File: config.mk
export PLATFORM = sky130hd
export DESIGN_NAME = pyro_channel_fire_controller
export DESIGN_NICKNAME = d
export VERILOG_FILES = /design/src/hdl/pcfc_pkg.sv /design/src/hdl/pcfc_channel.sv /design/src/hdl/pcfc_status.sv /design/src/hdl/pyro_channel_fire_controller.sv
export SDC_FILE = /design/constraint.sdc
export NUM_CORES = 1
export LEC_CHECK = 0
export BUFFER_PORTS_ARGS = -buffer_cell sky130_fd_sc_hd__buf_2
export CORE_UTILIZATION = 29
export DETAILED_ROUTE_END_ITERATION = 10
export GPL_ROUTABILITY_DRIVEN = 0
export PLACE_DENSITY = 0.55
export SYNTH_ARGS = -nofsm -noshare
export SYNTH_HDL_FRONTEND = slang
export SYNTH_HIERARCHICAL = 1
export SYNTH_SLANG_ARGS = --single-unit
File: constraint.sdc
create_clock -name clk -period 4.9 [get_ports clk]
set_clock_uncertainty 0.1 [all_clocks]
set_input_delay 0 -clock clk [delete_from_list [all_inputs] [get_ports clk]]
set_output_delay 0 -clock clk [all_outputs]
set_load 0.01 [all_outputs]
File: src/hdl/pcfc_pkg.sv
// pcfc_pkg: shared types and constants for the pyro channel fire controller.
// No dependencies.

package pcfc_pkg;

    // command codes carried in s_tuser
    localparam logic [1:0] OP_TICK   = 2'd0;
    localparam logic [1:0] OP_FIRE   = 2'd1;
    localparam logic [1:0] OP_USAGE  = 2'd2;
    localparam logic [1:0] OP_SAMPLE = 2'd3;

    // configuration register indexes
    localparam logic [2:0] REG_USAGE_CH1 = 3'd0;
    localparam logic [2:0] REG_USAGE_CH4 = 3'd3;
    localparam logic [2:0] REG_FIRE_TIME = 3'd4;

    localparam int ROLE_REGS    = 4;
    localparam int MAX_CHANNELS = 16;
    localparam int PADS_W       = 4;
    localparam int ROLE_W       = 3;
    localparam int DUR_W        = 16;
    localparam int CH_W         = 3;
    localparam int CFG_IDX_W    = 3;

    localparam logic [DUR_W-1:0] FIRE_TIME_RST = 16'd1000;
    localparam int GREEN_ON_MS = 100;
    localparam int RED_ON_MS   = 400;

    localparam int IN_DATA_W  = 32;
    localparam int OUT_DATA_W = 16;

    // per-channel command from the decoder
    typedef struct packed {
        logic             tick;
        logic             start;
        logic [DUR_W-1:0] dur;
    } chan_cmd_t;

    // status block to top level
    typedef struct packed {
        logic [PADS_W-1:0] present;
        logic              continuity_ok;
        logic              green;
        logic              red;
    } status_t;

endpackage

File: src/hdl/pcfc_channel.sv
// pcfc_channel: one-shot timer for a single igniter channel.
// Depends on pcfc_pkg.

module pcfc_channel
(
    input  logic                clk,
    input  logic                rst_n,
    input  pcfc_pkg::chan_cmd_t cmd,
    output logic                trig_next
);

    logic [pcfc_pkg::DUR_W-1:0] remaining_reg;
    logic [pcfc_pkg::DUR_W-1:0] remaining_next;
    logic                       trig_reg;

    always_comb
    begin
        remaining_next = remaining_reg;
        trig_next      = trig_reg;
        if (cmd.start)
        begin
            remaining_next = cmd.dur;
            trig_next      = 1'b1;
        end
        else if (cmd.tick && trig_reg)
        begin
            if (remaining_reg <= pcfc_pkg::DUR_W'(1))
            begin
                remaining_next = '0;
                trig_next      = 1'b0;
            end
            else
            begin
                remaining_next = remaining_reg - pcfc_pkg::DUR_W'(1);
            end
        end
    end

    always_ff @(posedge clk or negedge rst_n)
    begin
        if (!rst_n)
        begin
            remaining_reg <= '0;
            trig_reg      <= 1'b0;
        end
        else
        begin
            remaining_reg <= remaining_next;
            trig_reg      <= trig_next;
        end
    end

endmodule

File: src/hdl/pcfc_status.sv
// pcfc_status: continuity latch, continuity check and indicator blink cycle.
// Depends on pcfc_pkg.

module pcfc_status #(
    parameter int CHANNELS        = 4,
    parameter int BLINK_PERIOD_MS = 500
)
(
    input  logic                        clk,
    input  logic                        rst_n,
    input  logic                        tick,
    input  logic                        sample,
    input  logic [pcfc_pkg::PADS_W-1:0] pads,
    input  logic [CHANNELS-1:0]         used,
    output pcfc_pkg::status_t           status
);

    localparam int PHASE_W = $clog2(BLINK_PERIOD_MS);
    localparam logic [pcfc_pkg::PADS_W-1:0] PAD_MASK =
        (CHANNELS >= pcfc_pkg::PADS_W) ? '1 : pcfc_pkg::PADS_W'((1 << CHANNELS) - 1);

    logic [pcfc_pkg::PADS_W-1:0]       present_reg;
    logic [pcfc_pkg::PADS_W-1:0]       present_next;
    logic [PHASE_W-1:0]                phase_reg;
    logic [PHASE_W-1:0]                phase_next;
    logic [PHASE_W:0]                  phase_inc;
    logic                              ok_reg;
    logic                              ok_next;
    logic [pcfc_pkg::MAX_CHANNELS-1:0] seen_ext;
    logic                              cont_ok;

    // pads are active low
    assign present_next = sample ? (~pads & PAD_MASK) : present_reg;

    // channels beyond the pad field never see an igniter
    assign seen_ext = pcfc_pkg::MAX_CHANNELS'(present_next);
    assign cont_ok  = (used == seen_ext[CHANNELS-1:0]);

    assign phase_inc = {1'b0, phase_reg} + (PHASE_W+1)'(1);

    always_comb
    begin
        phase_next = phase_reg;
        ok_next    = ok_reg;
        if (tick)
        begin
            if (32'(phase_inc) >= 32'(BLINK_PERIOD_MS))
            begin
                phase_next = '0;
                ok_next    = cont_ok;
            end
            else
            begin
                phase_next = phase_inc[PHASE_W-1:0];
            end
        end
    end

    always_ff @(posedge clk or negedge rst_n)
    begin
        if (!rst_n)
        begin
            present_reg <= '0;
            phase_reg   <= '0;
            ok_reg      <= 1'b0;
        end
        else
        begin
            present_reg <= present_next;
            phase_reg   <= phase_next;
            ok_reg      <= ok_next;
        end
    end

    assign status.present       = present_next;
    assign status.continuity_ok = cont_ok;
    assign status.green         = ok_next  && (32'(phase_next) < pcfc_pkg::GREEN_ON_MS);
    assign status.red           = !ok_next && (32'(phase_next) < pcfc_pkg::RED_ON_MS);

endmodule

File: src/hdl/pyro_channel_fire_controller.sv
// pyro_channel_fire_controller: top level, command decode, role registers and result register.
// Depends on pcfc_pkg, pcfc_channel, pcfc_status.

// Usage
//   Slave stream (s_*) carries one command word per beat: s_tuser selects a
//   millisecond tick, a fire of one channel, a fire by role, or a continuity
//   sample. Every accepted word produces exactly one result word on the
//   master stream (m_*) with trigger levels, channels just fired, latched
//   igniter presence, the continuity verdict and the two indicator levels.
//   Latency: the result is valid in the cycle after the word is accepted.
//   Throughput: one word per cycle unless stalled; all channel timers and the status logic
//   update in parallel in the accept cycle, set by the single result register.
//   Stall: while a result waits, s_tready follows m_tready, so a new word is
//   taken in the same cycle the waiting result leaves; with m_tready low and
//   a result held, input stalls and no state changes.
//   Reset: triggers off, countdowns zero, no igniter seen, indicator phase
//   zero with red lit first; roles reset to unused, fire time to 1000 ms.
//   Configuration: cfg_we writes register cfg_index (0..3 channel roles,
//   4 fire time); other indexes are ignored. Write only while idle.

module pyro_channel_fire_controller #(
    parameter int CHANNELS        = 4,
    parameter int BLINK_PERIOD_MS = 500
)
(
    input  logic                                clk,
    input  logic                                rst_n,
    // slave stream
    input  logic                                s_tvalid,
    output logic                                s_tready,
    // [2:0] channel, [18:3] pulse_ms, [21:19] usage, [25:22] sense_pads, rest zero
    input  logic [pcfc_pkg::IN_DATA_W-1:0]      s_tdata,
    // [1:0] op
    input  logic [1:0]                          s_tuser,
    // master stream
    output logic                                m_tvalid,
    input  logic                                m_tready,
    // [3:0] triggers, [7:4] fired, [11:8] present, [12] continuity_ok,
    // [13] green_led, [14] red_led, [15] zero
    output logic [pcfc_pkg::OUT_DATA_W-1:0]     m_tdata,
    // configuration
    input  logic                                cfg_we,
    input  logic [pcfc_pkg::CFG_IDX_W-1:0]      cfg_index,
    input  logic [pcfc_pkg::DUR_W-1:0]          cfg_wdata
);

    logic                              accept;
    logic [1:0]                        op;
    logic [pcfc_pkg::CH_W-1:0]         channel;
    logic [pcfc_pkg::DUR_W-1:0]        pulse_ms;
    logic [pcfc_pkg::ROLE_W-1:0]       usage;
    logic [pcfc_pkg::PADS_W-1:0]       sense_pads;
    logic                              is_tick;
    logic                              is_fire;
    logic                              is_usage;
    logic                              is_sample;

    logic [pcfc_pkg::ROLE_W-1:0]       usage_reg [pcfc_pkg::ROLE_REGS];
    logic [pcfc_pkg::DUR_W-1:0]        fire_time_reg;

    logic [CHANNELS-1:0]               used;
    logic [CHANNELS-1:0]               start_vec;
    logic [CHANNELS-1:0]               trig_vec;
    logic [pcfc_pkg::MAX_CHANNELS-1:0] start_ext;
    logic [pcfc_pkg::MAX_CHANNELS-1:0] trig_ext;
    pcfc_pkg::status_t                 status;

    logic                              out_valid_reg;
    logic [pcfc_pkg::OUT_DATA_W-1:0]   out_data_reg;
    logic [pcfc_pkg::OUT_DATA_W-1:0]   out_data_next;

    // output register frees itself when the receiver takes the word
    assign s_tready = !out_valid_reg || m_tready;
    assign accept   = s_tvalid && s_tready;

    assign op          = s_tuser;
    assign channel     = s_tdata[2:0];
    assign pulse_ms    = s_tdata[18:3];
    assign usage       = s_tdata[21:19];
    assign sense_pads  = s_tdata[25:22];

    assign is_tick   = accept && (op == pcfc_pkg::OP_TICK);
    assign is_fire   = accept && (op == pcfc_pkg::OP_FIRE);
    assign is_usage  = accept && (op == pcfc_pkg::OP_USAGE) && (usage != '0);
    assign is_sample = accept && (op == pcfc_pkg::OP_SAMPLE);

    // role registers and fire time
    always_ff @(posedge clk or negedge rst_n)
    begin
        if (!rst_n)
        begin
            for (int i = 0; i < pcfc_pkg::ROLE_REGS; i++)
            begin
                usage_reg[i] <= '0;
            end
            fire_time_reg <= pcfc_pkg::FIRE_TIME_RST;
        end
        else if (cfg_we)
        begin
            unique case (cfg_index) inside
                [pcfc_pkg::REG_USAGE_CH1:pcfc_pkg::REG_USAGE_CH4]:
                    usage_reg[cfg_index[1:0]] <= cfg_wdata[pcfc_pkg::ROLE_W-1:0];
                pcfc_pkg::REG_FIRE_TIME:
                    fire_time_reg <= cfg_wdata;
                default:
                    ;
            endcase
        end
    end

    // one timer per channel
    for (genvar g = 0; g < CHANNELS; g++)
    begin : g_chan
        logic [pcfc_pkg::ROLE_W-1:0] role;
        pcfc_pkg::chan_cmd_t         cmd;
        logic                        hit_fire;
        logic                        hit_usage;

        // channels above four have no role register: always unused
        if (g < pcfc_pkg::ROLE_REGS)
        begin : g_role
            assign role = usage_reg[g];
        end
        else
        begin : g_norole
            assign role = '0;
        end

        // widen before compare so channel 0 never aliases a high channel
        assign hit_fire  = is_fire && ({2'b00, channel} == 5'(g + 1));
        assign hit_usage = is_usage && (role == usage);

        assign used[g]      = (role != '0);
        assign start_vec[g] = hit_fire || hit_usage;

        assign cmd.tick  = is_tick;
        assign cmd.start = start_vec[g];
        assign cmd.dur   = hit_fire ? pulse_ms : fire_time_reg;

        pcfc_channel u_chan
        (
            .clk       (clk),
            .rst_n     (rst_n),
            .cmd       (cmd),
            .trig_next (trig_vec[g])
        );
    end

    pcfc_status #(
        .CHANNELS        (CHANNELS),
        .BLINK_PERIOD_MS (BLINK_PERIOD_MS)
    ) u_status
    (
        .clk    (clk),
        .rst_n  (rst_n),
        .tick   (is_tick),
        .sample (is_sample),
        .pads   (sense_pads),
        .used   (used),
        .status (status)
    );

    // only the first four channels are visible on the result word
    assign start_ext = pcfc_pkg::MAX_CHANNELS'(start_vec);
    assign trig_ext  = pcfc_pkg::MAX_CHANNELS'(trig_vec);

    assign out_data_next = {1'b0, status.red, status.green, status.continuity_ok,
                            status.present, start_ext[3:0], trig_ext[3:0]};

    always_ff @(posedge clk or negedge rst_n)
    begin
        if (!rst_n)
        begin
            out_valid_reg <= 1'b0;
        end
        else if (s_tready)
        begin
            out_valid_reg <= s_tvalid;
        end
    end

    always_ff @(posedge clk)
    begin
        if (accept)
        begin
            out_data_reg <= out_data_next;
        end
    end

    assign m_tvalid = out_valid_reg;
    assign m_tdata  = out_data_reg;

endmodule

### Word-level counts from Yosys, hierarchy flattened

Cells that the tools add are included.

* register bits after elaboration: 126
* latch bits: 0
* memory bits (writable): 0
* memory bits (read-only): 0
* bits of input ports: 58
* output and inout port bits: 18
* word-level logic and storage cells: 126
* memories kept: 0

* add/subtract/negate cells: 5
* $mul: 0
* div/mod/pow operators: 0
* order comparisons: 11
* equality and inequality tests: 13
* shifts and indexed selects: 0
* mux-type cells: 36
* bitwise logic cells: 2
* reductions and logical operators: 41

Operators by type and width (count)
* 16-bit two-way mux: 16
* 16-bit by 1-bit <= comparator with 1-bit output (second input constant): 4
* 16-bit by 1-bit subtractor with 16-bit output (second input constant): 4
* 1-bit logical AND: 22
* 9-bit two-way mux: 2
* 3-bit nonzero test: 5
* 1-bit two-way mux: 14
* 12-bit bitwise mux: 1
* 3-bit == test: 4
* 9-bit by 1-bit adder with 10-bit output (second input constant): 1
* 10-bit by 9-bit greater-or-equal comparator with 1-bit output (second input constant): 1
* 9-bit by 7-bit < comparator with 1-bit output (second input constant): 1
* 9-bit < comparator (second input constant): 1
* 2-bit nonzero test: 4
* 3-bit demux with 2-bit select: 1
* 3-bit by 2-bit == test with 1-bit output (second input constant): 2
* 3-bit == test (second input constant): 2
* 1-bit logical OR: 5
* 2-bit == test (second input constant): 2
* 4-bit == test: 1
* 4-bit two-way mux: 1
* 4-bit inverter: 1
* 2-bit AND reduction: 2
* 3-bit by 1-bit == test with 1-bit output (second input constant): 1
* 9 further kinds: 10

### Depth between registers and ports, before layout

Gate-level depths: netlist (run 1).

* word-level depth: 10
* mapped depth: 11
* depth with buffers taken out: 10

### Cells and area by module

Netlist (run 1), hierarchy kept.

By module, submodules not included
* pcfc_channel at g_chan[1].u_chan ...: instances 3, cells each 123, area an instance 1084.8 um^2, sequential area each 425.4 um^2
* pyro_channel_fire_controller: instances 1, cells each 194, area an instance 2870.3 um^2, sequential area each 1183.6 um^2
* pcfc_channel at g_chan[0].u_chan: instances 1, cells each 125, area an instance 1078.5 um^2, sequential area each 425.4 um^2
* pcfc_status: instances 1, cells each 118, area an instance 1021.0 um^2, sequential area each 350.3 um^2

### Least setup slack after synthesis (run 1)

OpenSTA, ideal clock, no wires.

* kind: register to register
* start: register out_valid_reg (netlist: m_tvalid)
* end: register g_chan[1].u_chan/remaining_reg[15] in the netlist's numbering
* setup time: 0.082 ns
* arrival time: 2.594 ns
* data required time: 4.718 ns
* slack: 2.125 ns
* stages on the path, launching flop included: 9
* path buffers: 1
* period minus slack after synthesis: 2.775 ns
* cell sequence: dfrtp_1 nand2b_1 buf_6 nand2_1 nor2_1 nand2_1 or3_4 or4_1 a31oi_1

RTL lines
* start: declaration: RTL line pyro_channel_fire_controller.sv:68 `logic out_valid_reg;`
* start signal: assignment: RTL line pyro_channel_fire_controller.sv:178 `out_valid_reg <= s_tvalid;`
* end signal: assignment: RTL line pcfc_channel.sv:48 `remaining_reg <= remaining_next;`
* end: declaration: RTL line pcfc_channel.sv:12 `logic [pcfc_pkg::DUR_W-1:0] remaining_reg;`

==> impl_metrics.yaml, run 1 <==
worst_setup_path:
  end_kind: "flop"
  r2r_cells: 8
  worstSetupEndpoint: "g_chan[2].u_chan/remaining_reg[15]$_DFFE_PN0P_"
  crit_path_max_fanout: 21
  cp.arrival_ns: 3.41
  r2r_end: "g_chan[1].u_chan/remaining_reg[11]$_DFFE_PN0P_"
  startpoint_type: "input port"
  rrSetupSlack_ns: 1.78
  r2r_start: "m_tvalid$_DFFE_PN0N_"
  crit_type: "input port to flop"
  cp-startpoint: "s_tvalid"
  crit_required_ns: 5.14
clock_network:
  cts_max_path_buffers: 2
  post_cts_buffers: 0
  cts_buffers: 17
  clkTransAtPathRegs_ns: 0.06
  cts_hold_buffers: 44
  cts_resized: 0
  cts_tree: "built"
  cts-root-buf: "clkbuf_16"
  clock_latency_ns: 0.42
  clock-sinks: 126
  h-tree-depth: 4
grt:
  grt_pass1_vias: 6500
  grt_usage: 0.163
  grt_antenna_before_repair: 1
  grt_pass1_wl_um: 36300
  grt_max_degree: 71
  grt_overflow: 0
cells_and_area:
  layout_commonest_cell: "dfrtp_1"
  largest_reg_flops: 64
  multi_input_area_um2: 4640
  final_cells: 1291
  syn2layout_area_growth_pct: 19.8
  final_cell_mix: "105 x dfrtp_1, 67 x buf_2, 65 x nand2_1"
  fin_nets: 967
  n_fill_cell: 2844
  drive_gt1_frac: 0.254
  seq_area_um2: 3240
synthesis:
  synthCells: 806
  yosysUniqueCellTypes: 72
  synth-seq-cells: 126
  syn_avg_cell_area_um2: 10.2
  synth_area_leaders: "dfrtp_1 32%, mux2_2 7.5%, mux2_4 6.8%, edfxtp_1 5.5%, o21ai_0 3.0%"
  synth_warnings: 6
  synth_top_area_share: 0.319
  async_flop_share: 0.881
  syn_nets: 874
  seq_area_frac_synth: 0.393
  synth_area_um2: 8220
  synth_edf_count: 15
  synthFlopType: "dfrtp_1"
  yosysTopAreaCell: "dfrtp_1"
detailed_routing:
  firstDrtPassIters: 5
  drtIter0Drc: 474
  met1_length_um: 10900
  routed.top_layer: "met4"
  viasPerCell: 5.11
  dr_wl_met2_um: 10600
  met3_length_um: 716
  wl_um: 22500
  drt_drc_violations_left: 0
  postRouteAntennaNets: 0
  wire_per_inst_um: 17.5
  vias: 6602
placed_design:
  dp.cells: 1214
  io_buffers: 68
  hpwl_um: 15800
  dp_slack_ns: 1.77
timing:
  finalHoldViolations: 0
  worst_slack_ns: 1.73
  fmax_ghz: 0.316
  finalCritPeriodShare: 0.646
  worst_slew_margin_rel: 0.354
  rsz0062_at_grt: "false"
  tns_ns: 0
  slew_viol_final: 0
  setup_viol: 0
  min_period_ns: 3.17
  worst_slew_pin_slew_ns: 0.969
  finalHoldWorstSlack_ns: 0.0219
job:
  max_cap_viol_count: 0
floorplan:
  io_pins: 76
  die_w_um: 170
  core_um2: 27900
  initial_core_util: 0.295
  std_cell_rows: 61
  die_area_um2: 29000
  fp.dieH_um: 170
min_path:
  worstHoldPathType: "input port to flop"
power_and_ir_drop:
  power_leakage_uw: 0.00383
  irDropWorstVdd_uv: 242
  pwr_density_cell_nw_per_um2: 460
outcome:
  status: "finished clean"
==> cell families after synthesis <==
kind of cell / share of synthesized area
simple gates: 0.197
compound gates: 0.156
flops: 0.393
mux: 0.145
buf+inv: 0.0456
xor+xnor: 0.0469
fa+ha+maj: 0.0152
other cells: 0.000456
==> per-layer routing <==
| layer | vias up | track usage |
|---|---|---|
| met4 | 0 | 0.0529 |
| li1 | 3212 | - |
| met2 | 147 | 0.258 |
| met1 | 3219 | 0.225 |
| met3 | 24 | 0.0260 |
| met5 | - | 0 |
==> cell usage after synthesis (7+ instances only) <==
cell type  number
dfrtp_1       105
xnor2_1        23
nor3_1         24
nand3_1        14
nand2_1        65
clkbuf_1       20
nand4b_1       10
o211ai_1       12
or4_1          12
o31ai_1        24
xor2_1         21
a21oi_1        27
inv_1          22
buf_6          14
edfxtp_1       15
mux2_4         37
nor4_1         19
nor2_1         54
or3_1          15
a31oi_1        13
mux2_2         55
and2_1          9
a2bb2oi_1      18
ha_1           10
nor2b_1         7
nor3b_1         7
o21ai_0        49
==> final cells by class <==
type,instances,share of cell area
Clock inverter,6,0.00826
Antenna cell,1,0.000254
Clock buffer,26,0.0517
Sequential cell,126,0.328
Multi-Input combinational cell,614,0.471
Tap cell,378,0.0480
Inverter,22,0.00838
Timing Repair Buffer,118,0.0841
==> through the flow <==
step / cell area [µm²] / util / power [µW]
3_3_place_gp: 8820 / 0.317 / 3190
2_1_floorplan: 8220 / - / 2860
6_report: 9850 / 0.354 / 4530
3_5_place_dp: 8820 / 0.317 / 3210
5_1_grt: 9850 / 0.354 / 4840
4_1_cts: 9850 / 0.354 / 4550
==> critical path: stages <==
cell and delay (ns):
dlygate4sd3_1 0.53, buf_2 0.12, nor2b_1 0.63, nand2_1 0.14
nor2_2 0.46, buf_4 0.35, nand2_1 0.19, or3_4 0.39
or4_1 0.41, a31oi_1 0.17
==> worst min path at each step <==
stage / from / to / slack [ns] / cells after the start
final: s_tuser[0] / g_chan[1].u_chan/trig_reg$_DFF_PN0_ / 0.02 / 5
after global routing: s_tuser[0] / g_chan[3].u_chan/trig_reg$_DFF_PN0_ / 0.09 / 5
after CTS: s_tuser[0] / g_chan[1].u_chan/trig_reg$_DFF_PN0_ / 0.01 / 5
after detailed placement: rst_n / fire_time_reg[13]$_DFFE_PN0P_ / 0.11 / 1
after global placement: rst_n / g_chan[2].u_chan/remaining_reg[9]$_DFFE_PN0P_ / 0.12 / 1
after floorplan: rst_n / fire_time_reg[0]$_DFFE_PN0P_ / -0.40 / 0
==> power breakdown <==
part / internal (µW) / switching [µW] / leakage [µW] / total (µW)
Sequential: 1430 / 413 / 0.00149 / 1840
Combinational: 679 / 732 / 0.00205 / 1410
Clock: 814 / 465 / 0.000288 / 1280
Total: 2920 / 1610 / 0.00383 / 4530
No activity file was read; power rests on OpenSTA's default activity.
==> run 2, diff against run 1 <==
Settings changed: PLACE_DENSITY 0.55 to 0.56.
Clock period 4.9 ns to 2.63 ns, I/O delays scaled along.
==> impl_metrics.yaml, run 2 (synthesis results as in run 1) <==
job:
  max_cap_viol_count: 0
floorplan:
  initial_core_util: 0.295
  die_area_um2: 29000
  std_cell_rows: 61
  die_w_um: 170
  core_um2: 27900
  io_pins: 76
  fp.dieH_um: 170
power_and_ir_drop:
  pwr-share-clk: 0.277
  pwr_density_cell_nw_per_um2: 846
  power_uw: 8670
  p_switching_uw: 3090
  internal_power_uw: 5580
  pwr-share-comb: 0.331
  irDropWorstVdd_uv: 496
  power_leakage_uw: 0.00406
  switching_share: 0.357
  sequentialPowerShare: 0.392
worst_setup_path:
  cpPeakStageDelay_ns: 0.35
  crit_required_ns: 2.71
  cp.arrival_ns: 2.56
  crit_type: "flop to flop"
  slowest_stage: "dfrtp_1"
  critPathBufInv: 1
  cp_cell_sequence: "ha_1, inv_2, nor4_2, o21ai_1, a221oi_4, o21ai_2, mux2_4, and4bb_1"
  crit_path_max_fanout: 5
  critPathTopFamily: "compound AO/OA/AOI/OAI gates"
  startpoint_type: "flop"
  end_kind: "flop"
min_path:
  worstHoldPathType: "input port to async pin"
cells_and_area:
  largest_reg_flops: 64
  final_cells: 1336
  n_antenna_cell: 0
  final_cell_mix: "105 x dfrtp_1, 67 x buf_2, 65 x nand2_1"
  syn2layout_area_growth_pct: 24.6
  drive_gt1_frac: 0.297
  layout_commonest_cell: "dfrtp_1"
  fin_nets: 1013
placed_design:
  dp.cells: 1257
  dp_slack_ns: -0.0249
  hpwl_um: 16600
  io_buffers: 68
detailed_routing:
  firstDrtPassIters: 5
  drt_drc_violations_left: 0
  drtIter0Drc: 441
  met1_length_um: 10900
  dr_wl_met2_um: 10900
  wl_um: 23100
  postRouteAntennaNets: 0
  wire_per_inst_um: 17.3
  vias: 6806
  routed.top_layer: "met4"
  met3_length_um: 926
  viasPerCell: 5.09
timing:
  worst_slew_margin_rel: 0.466
  min_period_ns: 2.48
  slew_viol_final: 0
  fmax_ghz: 0.403
  finalCritPeriodShare: 0.944
  worst_slack_ns: 0.146
  tns_ns: 0
  setup_viol: 0
  finalHoldViolations: 11
  worst_slew_pin_slew_ns: 0.793
  finalHoldWorstSlack_ns: -0.0126
grt:
  grt_max_degree: 77
  grt_usage: 0.164
  grt_pass1_vias: 6773
  grt_antenna_before_repair: 0
  grt_overflow: 0
  grt_pass1_wl_um: 36900
clock_network:
  cts_max_path_buffers: 2
  clock-sinks: 126
  cts-root-buf: "clkbuf_16"
  clock_latency_ns: 0.42
  cts_tree: "built"
  clkTransAtPathRegs_ns: 0.06
  cts_buffers: 17
  h-tree-depth: 4
outcome:
  status: "complete, but fails checks"
  violations: "negative hold slack"
run 2: changes by cell type in the layout (fill, tap and decap cells not counted), moves of 2 or more:
cell        change
buf_12          +3
buf_4          +44
clkbuf_8        -3
clkinvlp_4      +4
nor4_1          -2
nor4_2          +2
o21ai_0         -2
o21ai_1         +2
run 2: repair_timing:
action,4_1_cts,5_1_grt
setup endpoints to repair,2,13
hold buffers,43,0
buffers inserted,2,2
pin swaps,1,2
hold endpoints to repair,191,0
resized for setup,1,5
run 2: metal layers:
layer / up-vias / GRT usage
met5: - / 0
met4: 0 / 0.0497
met3: 20 / 0.0314
met2: 162 / 0.263
met1: 3327 / 0.222
li1: 3297 / -
run 2: power by group through the flow:
stage,clock network (µW),registers (µW),logic [µW]
6_report,2400,3400,2870
5_1_grt,2520,3510,3180
4_1_cts,2450,3390,2850
3_5_place_dp,0,3410,2780
3_3_place_gp,0,3400,2760
2_1_floorplan,0,3170,2160
run 2: path summary, 6_finish.rpt:
path	start	endpoint	slack, ns	cells after the start
setup / recovery	u_status/phase_reg[0]$_DFFE_PN0P_	m_tdata[13]$_DFFE_PP_	0.15	8
hold / removal	rst_n	g_chan[2].u_chan/remaining_reg[14]$_DFFE_PN0P_	-0.01	2
max in group asynchronous	rst_n	g_chan[0].u_chan/remaining_reg[4]$_DFFE_PN0P_	1.54	4
hold reg to reg	u_status/ok_reg$_DFF_PN0_	u_status/ok_reg$_DFF_PN0_	0.42	1
min in group clk	s_tuser[0]	u_status/phase_reg[0]$_DFFE_PN0P_	0.02	4
setup reg to reg	u_status/phase_reg[0]$_DFFE_PN0P_	m_tdata[13]$_DFFE_PP_	0.15	8
run 2: layout make-up:
type | count | area (µm²)
flip-flops and latches | 126 | 3240
fillers | 2821 | 17600
well taps | 378 | 473
repair buffers | 164 | 1210
inverters | 22 | 82.6
clock inverters | 9 | 108
clock buffers | 23 | 489
multi-input cells | 614 | 4650
run 2: stage by stage:
step | util | instance area, µm²
CTS | 0.367 | 10200
global placement | 0.329 | 9180
floorplan | - | 8230
detailed placement | 0.329 | 9180
global route | 0.368 | 10200
finish | 0.368 | 10200
